File: src/design/whole_word_match_counter_macros.svh
// ----------------------------------------------------------------------------
// Whole-word match counter assertion macros
// Concurrent assertion shorthands on clk, disabled while rst_n is low.
// ----------------------------------------------------------------------------
`ifndef WHOLE_WORD_MATCH_COUNTER_MACROS_SVH
`define WHOLE_WORD_MATCH_COUNTER_MACROS_SVH

// Same-cycle implication.
`define WWMC_ASSERT_NOW(label, ante, cons, msg) \
    label: assert property (@(posedge clk) disable iff (!rst_n) (ante) |-> (cons)) \
        else $error(msg);

// Next-cycle implication.
`define WWMC_ASSERT_NEXT(label, ante, cons, msg) \
    label: assert property (@(posedge clk) disable iff (!rst_n) (ante) |=> (cons)) \
        else $error(msg);

`endif

File: src/design/wwmc_pkg.sv
// ----------------------------------------------------------------------------
// Whole-word match counter package
// Shared payload types, register codes and byte helpers.
// ----------------------------------------------------------------------------
package wwmc_pkg;

    localparam int MAX_WORD_DEFAULT = 24;
    localparam int CHARS_PER_REG    = 8;
    localparam int LEN_W            = 5;
    localparam int COUNT_W          = 32;
    localparam int CFG_DATA_W       = 64;

    typedef enum logic [1:0] {
        REG_CHARS_LOW  = 2'd0,
        REG_CHARS_MID  = 2'd1,
        REG_CHARS_HIGH = 2'd2,
        REG_LENGTH     = 2'd3
    } cfg_reg_t;

    typedef struct packed {
        logic [7:0] text_byte;
        logic       is_last;
    } text_item_t;

    typedef struct packed {
        logic               word_hit;
        logic [COUNT_W-1:0] match_count;
    } result_item_t;

    typedef struct packed {
        cfg_reg_t              index;
        logic [CFG_DATA_W-1:0] data;
    } cfg_write_t;

    // Handshake control from the input register to the core
    typedef struct packed {
        logic item_valid;
        logic advance;
    } step_ctrl_t;

    function automatic logic [7:0] lower_byte(input logic [7:0] c);
        lower_byte = (c >= 8'h41 && c <= 8'h5A) ? (c + 8'h20) : c;
    endfunction

    function automatic logic is_letter_byte(input logic [7:0] c);
        is_letter_byte = (c >= 8'h41 && c <= 8'h5A) || (c >= 8'h61 && c <= 8'h7A);
    endfunction

    function automatic logic is_space_byte(input logic [7:0] c);
        is_space_byte = (c == 8'h20) || (c >= 8'h09 && c <= 8'h0D);
    endfunction

endpackage

File: src/design/wwmc_chan_if.sv
// ----------------------------------------------------------------------------
// Whole-word match counter channel interface
// Valid/ready channel carrying one payload per transaction.
// ----------------------------------------------------------------------------
interface wwmc_chan_if #(
    parameter type payload_t = logic
) ();
    logic     valid;
    logic     ready;
    payload_t payload;

    modport source (output valid, output payload, input ready);
    modport sink   (input valid, input payload, output ready);
endinterface

File: src/design/whole_word_match_counter.sv
// ----------------------------------------------------------------------------
// Whole-word match counter
// Counts case-insensitive occurrences of a target word in a byte stream.
// ----------------------------------------------------------------------------
// Feed text one byte per transaction on text_in; every byte yields exactly one
// transaction on result_out with word_hit (this byte closed a token whose first
// letter run equals the target word, case ignored) and match_count (saturating
// total including this hit). Whitespace closes a token; a byte marked is_last
// also closes its token and then clears the count for the next stream. The
// block sustains one byte per clock while result_out is ready: a byte is held in
// the input register, is evaluated by the token core and lands in the result
// register, and a stalled result_out holds the pipeline only once both registers
// are full. Write the target word (lowest byte is the first character) and its
// length over cfg while no bytes are in flight; a length of zero or above
// MAX_WORD never hits.
// ----------------------------------------------------------------------------
module whole_word_match_counter
    import wwmc_pkg::*;
#(
    parameter int MAX_WORD = MAX_WORD_DEFAULT
) (
    input  logic        clk,
    input  logic        rst_n,
    wwmc_chan_if.sink   text_in,
    wwmc_chan_if.source result_out,
    wwmc_chan_if.sink   cfg
);

    // Input register
    logic       in_valid_reg, in_valid_next;
    text_item_t in_item_reg, in_item_next;
    logic       in_accept;
    logic       advance;
    logic       res_valid;
    step_ctrl_t ctrl;

    logic [MAX_WORD-1:0][7:0] target_chars;
    logic [LEN_W-1:0]         target_length;

    // Advance the pipeline whenever the result register is empty or drains
    assign advance       = !res_valid || result_out.ready;
    assign text_in.ready = !in_valid_reg || advance;
    assign in_accept     = text_in.valid && text_in.ready;

    always_comb
    begin
        in_valid_next = in_valid_reg;
        in_item_next  = in_item_reg;
        if (advance)
        begin
            in_valid_next = 1'b0;
        end
        // Take a new transaction into the emptied or draining input register
        if (in_accept)
        begin
            in_valid_next = 1'b1;
            in_item_next  = text_in.payload;
        end
    end

    always_ff @(posedge clk or negedge rst_n)
    begin
        if (!rst_n)
        begin
            in_valid_reg <= 1'b0;
        end
        else
        begin
            in_valid_reg <= in_valid_next;
        end
    end

    always_ff @(posedge clk)
    begin
        in_item_reg <= in_item_next;
    end

    assign ctrl.item_valid = in_valid_reg;
    assign ctrl.advance    = advance;

    wwmc_cfg_regs #(
        .MAX_WORD (MAX_WORD)
    ) u_cfg_regs (
        .clk           (clk),
        .rst_n         (rst_n),
        .cfg           (cfg),
        .target_chars  (target_chars),
        .target_length (target_length)
    );

    wwmc_token_core #(
        .MAX_WORD (MAX_WORD)
    ) u_token_core (
        .clk           (clk),
        .rst_n         (rst_n),
        .ctrl          (ctrl),
        .item          (in_item_reg),
        .target_chars  (target_chars),
        .target_length (target_length),
        .res_valid     (res_valid),
        .res_item      (result_out.payload)
    );

    assign result_out.valid = res_valid;

    // Assertions
    `include "whole_word_match_counter_macros.svh"

    // A hit always shows a nonzero running count
    `WWMC_ASSERT_NOW(a_hit_count_nonzero, result_out.valid && result_out.payload.word_hit,
        result_out.payload.match_count != '0, "hit reported with zero match count")

    // A byte stuck behind a stalled result stays in the input register
    `WWMC_ASSERT_NEXT(a_input_held, in_valid_reg && !advance,
        in_valid_reg, "input transaction dropped while stalled")

    // A full input register takes a new byte only while the pipeline advances
    `WWMC_ASSERT_NOW(a_no_overwrite, in_accept && in_valid_reg,
        advance, "input register overwritten")

    // Advancing a held byte always fills the result register
    `WWMC_ASSERT_NEXT(a_result_filled, in_valid_reg && advance,
        result_out.valid, "result lost after advance")

endmodule

File: src/design/wwmc_cfg_regs.sv
// ----------------------------------------------------------------------------
// Whole-word match counter configuration registers
// Target word storage, lowercased on write, and target length.
// ----------------------------------------------------------------------------
module wwmc_cfg_regs
    import wwmc_pkg::*;
#(
    parameter int MAX_WORD = MAX_WORD_DEFAULT
) (
    input  logic                       clk,
    input  logic                       rst_n,
    wwmc_chan_if.sink                  cfg,
    output logic [MAX_WORD-1:0][7:0]   target_chars,
    output logic [LEN_W-1:0]           target_length
);

    logic                     wr_en;
    logic [MAX_WORD-1:0][7:0] chars_reg;
    logic [LEN_W-1:0]         length_reg;

    assign cfg.ready = 1'b1;
    assign wr_en     = cfg.valid && cfg.ready;

    for (genvar i = 0; i < MAX_WORD; i++) begin : g_char
        localparam cfg_reg_t SEL   = cfg_reg_t'(i / CHARS_PER_REG);
        localparam int       SLICE = (i % CHARS_PER_REG) * 8;

        always_ff @(posedge clk or negedge rst_n)
        begin
            if (!rst_n)
            begin
                chars_reg[i] <= 8'h00;
            end
            else if (wr_en && cfg.payload.index == SEL)
            begin
                chars_reg[i] <= lower_byte(cfg.payload.data[SLICE +: 8]);
            end
        end
    end

    always_ff @(posedge clk or negedge rst_n)
    begin
        if (!rst_n)
        begin
            length_reg <= '0;
        end
        else if (wr_en && cfg.payload.index == REG_LENGTH)
        begin
            length_reg <= cfg.payload.data[LEN_W-1:0];
        end
    end

    assign target_chars  = chars_reg;
    assign target_length = length_reg;

endmodule

File: src/design/wwmc_token_core.sv
// ----------------------------------------------------------------------------
// Whole-word match counter token core
// Per-byte token tracking, word compare, saturating count, result register.
// ----------------------------------------------------------------------------
module wwmc_token_core
    import wwmc_pkg::*;
#(
    parameter int MAX_WORD = MAX_WORD_DEFAULT
) (
    input  logic                     clk,
    input  logic                     rst_n,
    input  step_ctrl_t               ctrl,
    input  text_item_t               item,
    input  logic [MAX_WORD-1:0][7:0] target_chars,
    input  logic [LEN_W-1:0]         target_length,
    output logic                     res_valid,
    output result_item_t             res_item
);

    localparam int POS_W = $clog2(MAX_WORD + 1);
    localparam int IDX_W = (MAX_WORD > 1) ? $clog2(MAX_WORD) : 1;

    typedef enum logic [3:0] {
        PH_BETWEEN = 4'b0001,
        PH_BEFORE  = 4'b0010,
        PH_LETTERS = 4'b0100,
        PH_AFTER   = 4'b1000
    } phase_t;

    phase_t             phase_reg, phase_next, phase_work;
    logic [POS_W-1:0]   pos_reg, pos_next, pos_work;
    logic               mism_reg, mism_next, mism_work;
    logic [COUNT_W-1:0] count_reg, count_next, count_work;
    logic               res_valid_reg, res_valid_next;
    result_item_t       res_item_reg, res_item_next;

    logic               step;
    logic               space_c;
    logic               letter_c;
    logic               pos_full;
    logic               close;
    logic               hit;

    assign step     = ctrl.item_valid && ctrl.advance;
    assign space_c  = is_space_byte(item.text_byte);
    assign letter_c = is_letter_byte(item.text_byte);
    assign pos_full = (LEN_W'(pos_reg) >= target_length) || (pos_reg == POS_W'(MAX_WORD));

    always_comb
    begin
        phase_work = phase_reg;
        pos_work   = pos_reg;
        mism_work  = mism_reg;
        close      = 1'b0;
        if (space_c)
        begin
            close = (phase_reg != PH_BETWEEN);
        end
        else
        begin
            if (phase_work == PH_BETWEEN)
            begin
                phase_work = PH_BEFORE;
            end
            if (letter_c)
            begin
                if (phase_work == PH_BEFORE)
                begin
                    phase_work = PH_LETTERS;
                end
                if (phase_work == PH_LETTERS)
                begin
                    if (pos_full)
                    begin
                        mism_work = 1'b1;
                    end
                    else
                    begin
                        if (lower_byte(item.text_byte) != target_chars[pos_reg[IDX_W-1:0]])
                        begin
                            mism_work = 1'b1;
                        end
                        pos_work = pos_reg + POS_W'(1);
                    end
                end
            end
            else if (phase_work == PH_LETTERS)
            begin
                phase_work = PH_AFTER;
            end
            if (item.is_last)
            begin
                close = 1'b1;
            end
        end

        hit = close && (phase_work == PH_LETTERS || phase_work == PH_AFTER) && !mism_work
            && (target_length != '0) && (target_length <= LEN_W'(MAX_WORD))
            && (LEN_W'(pos_work) == target_length);

        count_work = (hit && count_reg != '1) ? count_reg + COUNT_W'(1) : count_reg;
    end

    always_comb
    begin
        phase_next     = phase_reg;
        pos_next       = pos_reg;
        mism_next      = mism_reg;
        count_next     = count_reg;
        res_item_next  = res_item_reg;
        res_valid_next = res_valid_reg;
        if (ctrl.advance)
        begin
            res_valid_next = ctrl.item_valid;
        end
        if (step)
        begin
            res_item_next.word_hit    = hit;
            res_item_next.match_count = count_work;
            if (close || item.is_last)
            begin
                phase_next = PH_BETWEEN;
                pos_next   = '0;
                mism_next  = 1'b0;
            end
            else
            begin
                phase_next = phase_work;
                pos_next   = pos_work;
                mism_next  = mism_work;
            end
            count_next = item.is_last ? '0 : count_work;
        end
    end

    always_ff @(posedge clk or negedge rst_n)
    begin
        if (!rst_n)
        begin
            phase_reg     <= PH_BETWEEN;
            pos_reg       <= '0;
            mism_reg      <= 1'b0;
            count_reg     <= '0;
            res_valid_reg <= 1'b0;
        end
        else
        begin
            phase_reg     <= phase_next;
            pos_reg       <= pos_next;
            mism_reg      <= mism_next;
            count_reg     <= count_next;
            res_valid_reg <= res_valid_next;
        end
    end

    always_ff @(posedge clk)
    begin
        res_item_reg <= res_item_next;
    end

    assign res_valid = res_valid_reg;
    assign res_item  = res_item_reg;

endmodule

File: src/flat_wrapper.sv
// flat-port wrapper written by rule: the top's interface ports become plain ports
module whole_word_match_counter_flat import wwmc_pkg::*;
#(
    parameter int MAX_WORD = MAX_WORD_DEFAULT
)
  (clk, rst_n, text_in_valid, text_in_payload, text_in_ready, result_out_valid, result_out_payload, result_out_ready, cfg_valid, cfg_payload, cfg_ready);
  wwmc_chan_if #(.payload_t(text_item_t)) text_in_i ();
  wwmc_chan_if #(.payload_t(result_item_t)) result_out_i ();
  wwmc_chan_if #(.payload_t(cfg_write_t)) cfg_i ();
  input  logic clk;
  input  logic rst_n;
  input wire logic [$bits(text_in_i.valid)-1:0] text_in_valid;
  input wire logic [$bits(text_in_i.payload)-1:0] text_in_payload;
  output wire logic [$bits(text_in_i.ready)-1:0] text_in_ready;
  output wire logic [$bits(result_out_i.valid)-1:0] result_out_valid;
  output wire logic [$bits(result_out_i.payload)-1:0] result_out_payload;
  input wire logic [$bits(result_out_i.ready)-1:0] result_out_ready;
  input wire logic [$bits(cfg_i.valid)-1:0] cfg_valid;
  input wire logic [$bits(cfg_i.payload)-1:0] cfg_payload;
  output wire logic [$bits(cfg_i.ready)-1:0] cfg_ready;
  assign text_in_i.valid = text_in_valid;
  assign text_in_i.payload = text_in_payload;
  assign text_in_ready = text_in_i.ready;
  assign result_out_valid = result_out_i.valid;
  assign result_out_payload = result_out_i.payload;
  assign result_out_i.ready = result_out_ready;
  assign cfg_i.valid = cfg_valid;
  assign cfg_i.payload = cfg_payload;
  assign cfg_ready = cfg_i.ready;
  whole_word_match_counter #(.MAX_WORD(MAX_WORD)) u_core (.clk(clk), .rst_n(rst_n), .text_in(text_in_i), .result_out(result_out_i), .cfg(cfg_i));
endmodule
File: config.mk
export PLATFORM = sky130hd
export DESIGN_NAME = whole_word_match_counter_flat
export DESIGN_NICKNAME = d
export VERILOG_FILES = /design/src/design/wwmc_pkg.sv /design/src/design/wwmc_chan_if.sv /design/src/design/whole_word_match_counter.sv /design/src/design/wwmc_cfg_regs.sv /design/src/design/wwmc_token_core.sv /design/src/flat_wrapper.sv
export VERILOG_INCLUDE_DIRS = /design/src /design/src/design
export SDC_FILE = /design/constraint.sdc
export NUM_CORES = 1
export LEC_CHECK = 0
export BUFFER_PORTS_ARGS = -buffer_cell sky130_fd_sc_hd__buf_2
export CAP_MARGIN = 20
export CORE_MARGIN = 2
export CORE_UTILIZATION = 45
export DETAILED_ROUTE_END_ITERATION = 16
export PLACE_DENSITY = 0.6
export SLEW_MARGIN = 20
export SYNTH_ARGS = -nofsm -noshare
export SYNTH_HDL_FRONTEND = slang
export SYNTH_SLANG_ARGS = --single-unit
File: constraint.sdc
create_clock -name clk -period 8.8 [get_ports clk]
set_input_delay 2.2 -clock clk [delete_from_list [all_inputs] [get_ports clk]]
set_output_delay 2.2 -clock clk [all_outputs]
set_load 0.01 [all_outputs]
==> flow_results.org <==
** Clocking
- Clock network latency to the later pin of the worst-skew pair :: approximately 0.51 ns
- TritonCTS clock tree :: built
- Clock-pin slew on the worst setup and hold paths :: around 0.060 ns
- TritonCTS Sinks :: about 280
- Number of post-CTS setup repair buffers :: 0
- The clock passes through at most 3 buffers.
- Hold-fix buffer count after cts :: 0
- The cell sitting at the root of the clock tree is a sky130_fd_sc_hd__clkbuf_16.
- After clock tree synthesis, the repair step resized 0 gates.
- Counting the buffers created by CTS gives 34.
- The H-tree was split into 2 levels.

** Timing
- Setup violations remaining at the end of the flow were counted as 0.
- Unrepaired setup endpoints after global routing :: no
- Worst-case headroom to the max-slew limit :: 31.24%
- Clock tree skew after final layout :: approximately 0.012 ns
- Final period util :: 60.05%
- Highest clock rate :: ~0.19 GHz
- Fin. Hold Viols :: 0
- Subtracting the final worst setup slack from the clock period gives between 5 and 6 ns.
- Worst-Margin Slew :: 1.031 ns
- The max-slew violation count came to 0.
- Adding up every negative setup slack in the final design gives 0 ns.
- Post-Route Hold Slack :: between 0.4 and 0.5 ns

** Synthesis
- Area leader, netlist :: sky130_fd_sc_hd__dfrtp_1
- After synthesis, the largest family of logic cells by area is multiplexers.
- Synth Area in Simple Gates :: roughly 14%
- Of the post-synthesis cell area, the part taken by muxes is 17.13%.
- Cell Area, Synth :: ~15000 sq um
- Seq/Total Area, Yosys :: 49.88%
- In the synthesized netlist, the cells that appear most often are 240 x sky130_fd_sc_hd__dfrtp_1, 150 x sky130_fd_sc_hd__nand2_1, 125 x sky130_fd_sc_hd__mux2_2.
- Avg Inst Size Synth :: around 11 sq um
- Gate Count Post-Synth :: roughly 1300
- Number of different library cells in the post-synthesis netlist :: 82
- Counting flops and latches in the post-synthesis netlist gives 283.
- Fraction of the mapped netlist area in compound gates :: between 10 and 15%
- The synthesized design devotes to its leading area cell type about two fifths of total area.
- Synthesis produced a netlist with a net count of 1401.
- The most used flip-flop cell after synthesis is sky130_fd_sc_hd__dfrtp_1.
- Yosys attributes the largest share of cell area to sky130_fd_sc_hd__dfrtp_1 41%, sky130_fd_sc_hd__mux2_2 9.6%, sky130_fd_sc_hd__edfxtp_1 8.6%.
- The Yosys step of the flow raised 0 warnings.
- Ys async rst share :: ~85%
- Xor and xnor area share after synthesis :: 2.336%
- The synthesized design contains 42 enable-type register cells.
- Most frequently used cell type in the post-synthesis netlist :: sky130_fd_sc_hd__dfrtp_1
- Share of synthesized cell area in full adder, half adder and majority cells :: between 1.5 and 2%

** Setup path
- By startpoint and endpoint, the worst setup path is classified as reg2reg.
- For this run, the slowest stage of the critical path takes around 1 ns.
- CP max stage cell :: sky130_fd_sc_hd__dfrtp_4
- Startpoint Class :: flip-flop
- Crit Path Max Fanout :: 48
- STA puts the critical path data required time at between 9 and 10 ns.
- Arrival @ worst endpoint :: 5.55 ns
- Among the stages of the critical path, the cell type that occurs most often is sky130_fd_sc_hd__buf_4.
- STA classifies the critical path endpoint as a flip-flop.
- Cell-by-cell listing of the critical path :: buf_4, mux4_2, mux2i_1, nor2_1, or4_1, a222oi_1, nand4_1, a21o_1, buf_4, clkinv_2, nand2_1, mux2_1

** Detailed routing
- In the final routed layout, each cell accounts on average for about 20 um.
- ANT nets after route :: 0
- Mean number of vias per cell :: ~5.7
- The pre-antenna-repair detailed-routing pass consisted of 5 iterations.
- Wires add up to 37680 um.
- The routed layout has roughly 11000 vias.
- DR iter-0 viols :: 723
- In the routed design, unresolved DRC markers number 0.

** Cells and area
- Area Overhead vs Synth :: 13.10%
- Final core occ :: about half
- NumNets Final :: about 1500
- Max reg flops :: roughly 190
- In the final layout, the share of cells above drive strength 1 is between 20% and 30%.

** Floorplan
- Area of the core region :: about 32000 sq um
- The die is 184.3 um wide.
- Starting density of the core :: 45.29%
- After floorplanning, the core was divided into 66 placement rows.
- Area of the die :: 33950 sq um
- Die Y :: roughly 180 um
- Boundary pin count :: between 100 and 150

** Global route
- Met3 capacity usage during global routing :: under 10%
- Across every metal layer, demand over resource in global routing totals 22.61%.
- Remaining Overflow, GRT :: 0
- Entering global routing, the biggest net connects 114 pins.
- Global routing used about 35% of the available met2 tracks.
- Via count of the first global-routing pass :: 10410
- The first global-routing pass estimated 59360 um of wire.
- The number of antenna violations at the first check in global routing was 2.
- Met1 track demand over resource in global routing :: 32.20%
- After global routing, the most crowded layer is met2.

** Hold path
- The tightest min-delay check is of the reg2reg type.

** Place
- Routability-driven placement finished with a final weighted congestion of between 0.8 and 0.9.
- Quantity of I/O buffers inserted on ports :: 114
- Detailed Place HPWL :: between 20000 and 30000 um

** Power and ir drop
- IR analysis of the VDD net gives a maximum drop of ~0.15 mV.
- The analysis attributes to cell leakage a power of 6.870 nW.
- Power spread over the standard cell area amounts to around 250 nW/um^2.

** Outcome
- The run finished with clean final reports.

** Job
- Max_cap viols :: 0
## layout by cell type, fill, tap and decap left out, drive strengths merged, types with 6 or more instances in the layout
cell	n
or4	16
nor2b	7
nor3	32
inv	36
a22oi	15
a221oi	6
xor2	18
and2	6
a21oi	33
and3	23
and3b	6
nor4b	10
nor2	43
nor3b	6
nand2b	9
mux2i	59
a22o	6
xnor2	21
or3	14
clkbuf	49
nand2	150
buf	127
clkinv	11
o21ai	96
nand3	25
o211ai	9
o311ai	18
mux4	22
dfrtp	240
ha	18
nand4	21
o22ai	11
nor4	8
mux2	126
edfxtp	42
## metal layers
layer  wire length, um  share of wire (%)  vias to the layer above
met5                11              0.029                        -
met4              1172                3.1                        2
met3              1662                4.4                       65
met2             17150                 46                      270
met1             17680                 47                     5311
li1                  -                  -                     5012
## power breakdown
group | total, mW | switching, mW | internal (mW)
Clock | 1.36 | 0.560 | 0.799
Sequential | 1.83 | 0.238 | 1.59
Combinational | 0.897 | 0.451 | 0.446
Total | 4.08 | 1.25 | 2.83
## through the flow
| step | worst slack, ns | power, mW | std cells | instance area [sq um] |
|---|---|---|---|---|
| 6_report | 3.516 | 4.081 | 1855 | 16540 |
| 5_1_grt | 3.234 | 4.293 | 1855 | 16540 |
| 4_1_cts | 3.523 | 4.114 | 1854 | 16540 |
| 3_5_place_dp | 3.540 | 2.746 | 1793 | 15460 |
| 3_3_place_gp | 3.581 | 2.721 | 1793 | 15460 |
| 2_1_floorplan | 4.191 | 2.458 | 1303 | 14620 |
## cell families (layout without fill, tap and decap cells)
| group | Yosys count | in the layout |
|---|---|---|
| buf+inv | 116 | 225 |
| flops | 283 | 283 |
| other cells | 1 | 2 |
| xor+xnor | 39 | 39 |
| mux | 207 | 207 |
| simple gates | 391 | 391 |
| fa+ha+maj | 18 | 18 |
| compound gates | 248 | 248 |
## critical path: cells and delay by family, from the launching register on
family	cells	cell delay (ns)
mux	3	1.08
flops	1	1.02
buf+inv	3	1.18
simple gates	4	0.90
compound gates	2	0.76
## area by class of cell
cell class / instances / area (sq um)
diodes: 1 / 2.502
clock buffers: 49 / 967.2
clock inverters: 12 / 110.1
fillers: 2957 / 15750
inverters: 37 / 140.1
multi-input cells: 904 / 6790
flip-flops and latches: 283 / 7297
well taps: 442 / 553.0
repair buffers: 127 / 678.2
## final timing paths
| check | start | end | slack (ns) | cells past startpoint |
|---|---|---|---|---|
| max | u_core.u_token_core.pos_reg[0]$_DFFE_PN0P_ | u_core.u_token_core.res_item[1]$_DFFE_PP_ | 3.52 | 12 |
| min | u_core.u_cfg_regs.target_chars[151]$_DFFE_PN0P_ | u_core.u_cfg_regs.target_chars[151]$_DFFE_PN0P_ | 0.47 | 2 |
| max reg2reg | u_core.u_token_core.pos_reg[0]$_DFFE_PN0P_ | u_core.u_token_core.res_item[1]$_DFFE_PP_ | 3.52 | 12 |
| min reg2reg | u_core.u_cfg_regs.target_chars[151]$_DFFE_PN0P_ | u_core.u_cfg_regs.target_chars[151]$_DFFE_PN0P_ | 0.47 | 2 |
| max in group asynchronous | rst_n | u_core.u_cfg_regs.target_chars[89]$_DFFE_PN0P_ | 5.51 | 2 |
| min in group asynchronous | rst_n | u_core.u_cfg_regs.target_chars[37]$_DFFE_PN0P_ | 1.75 | 1 |
No activity file was read; power rests on OpenSTA's default activity.
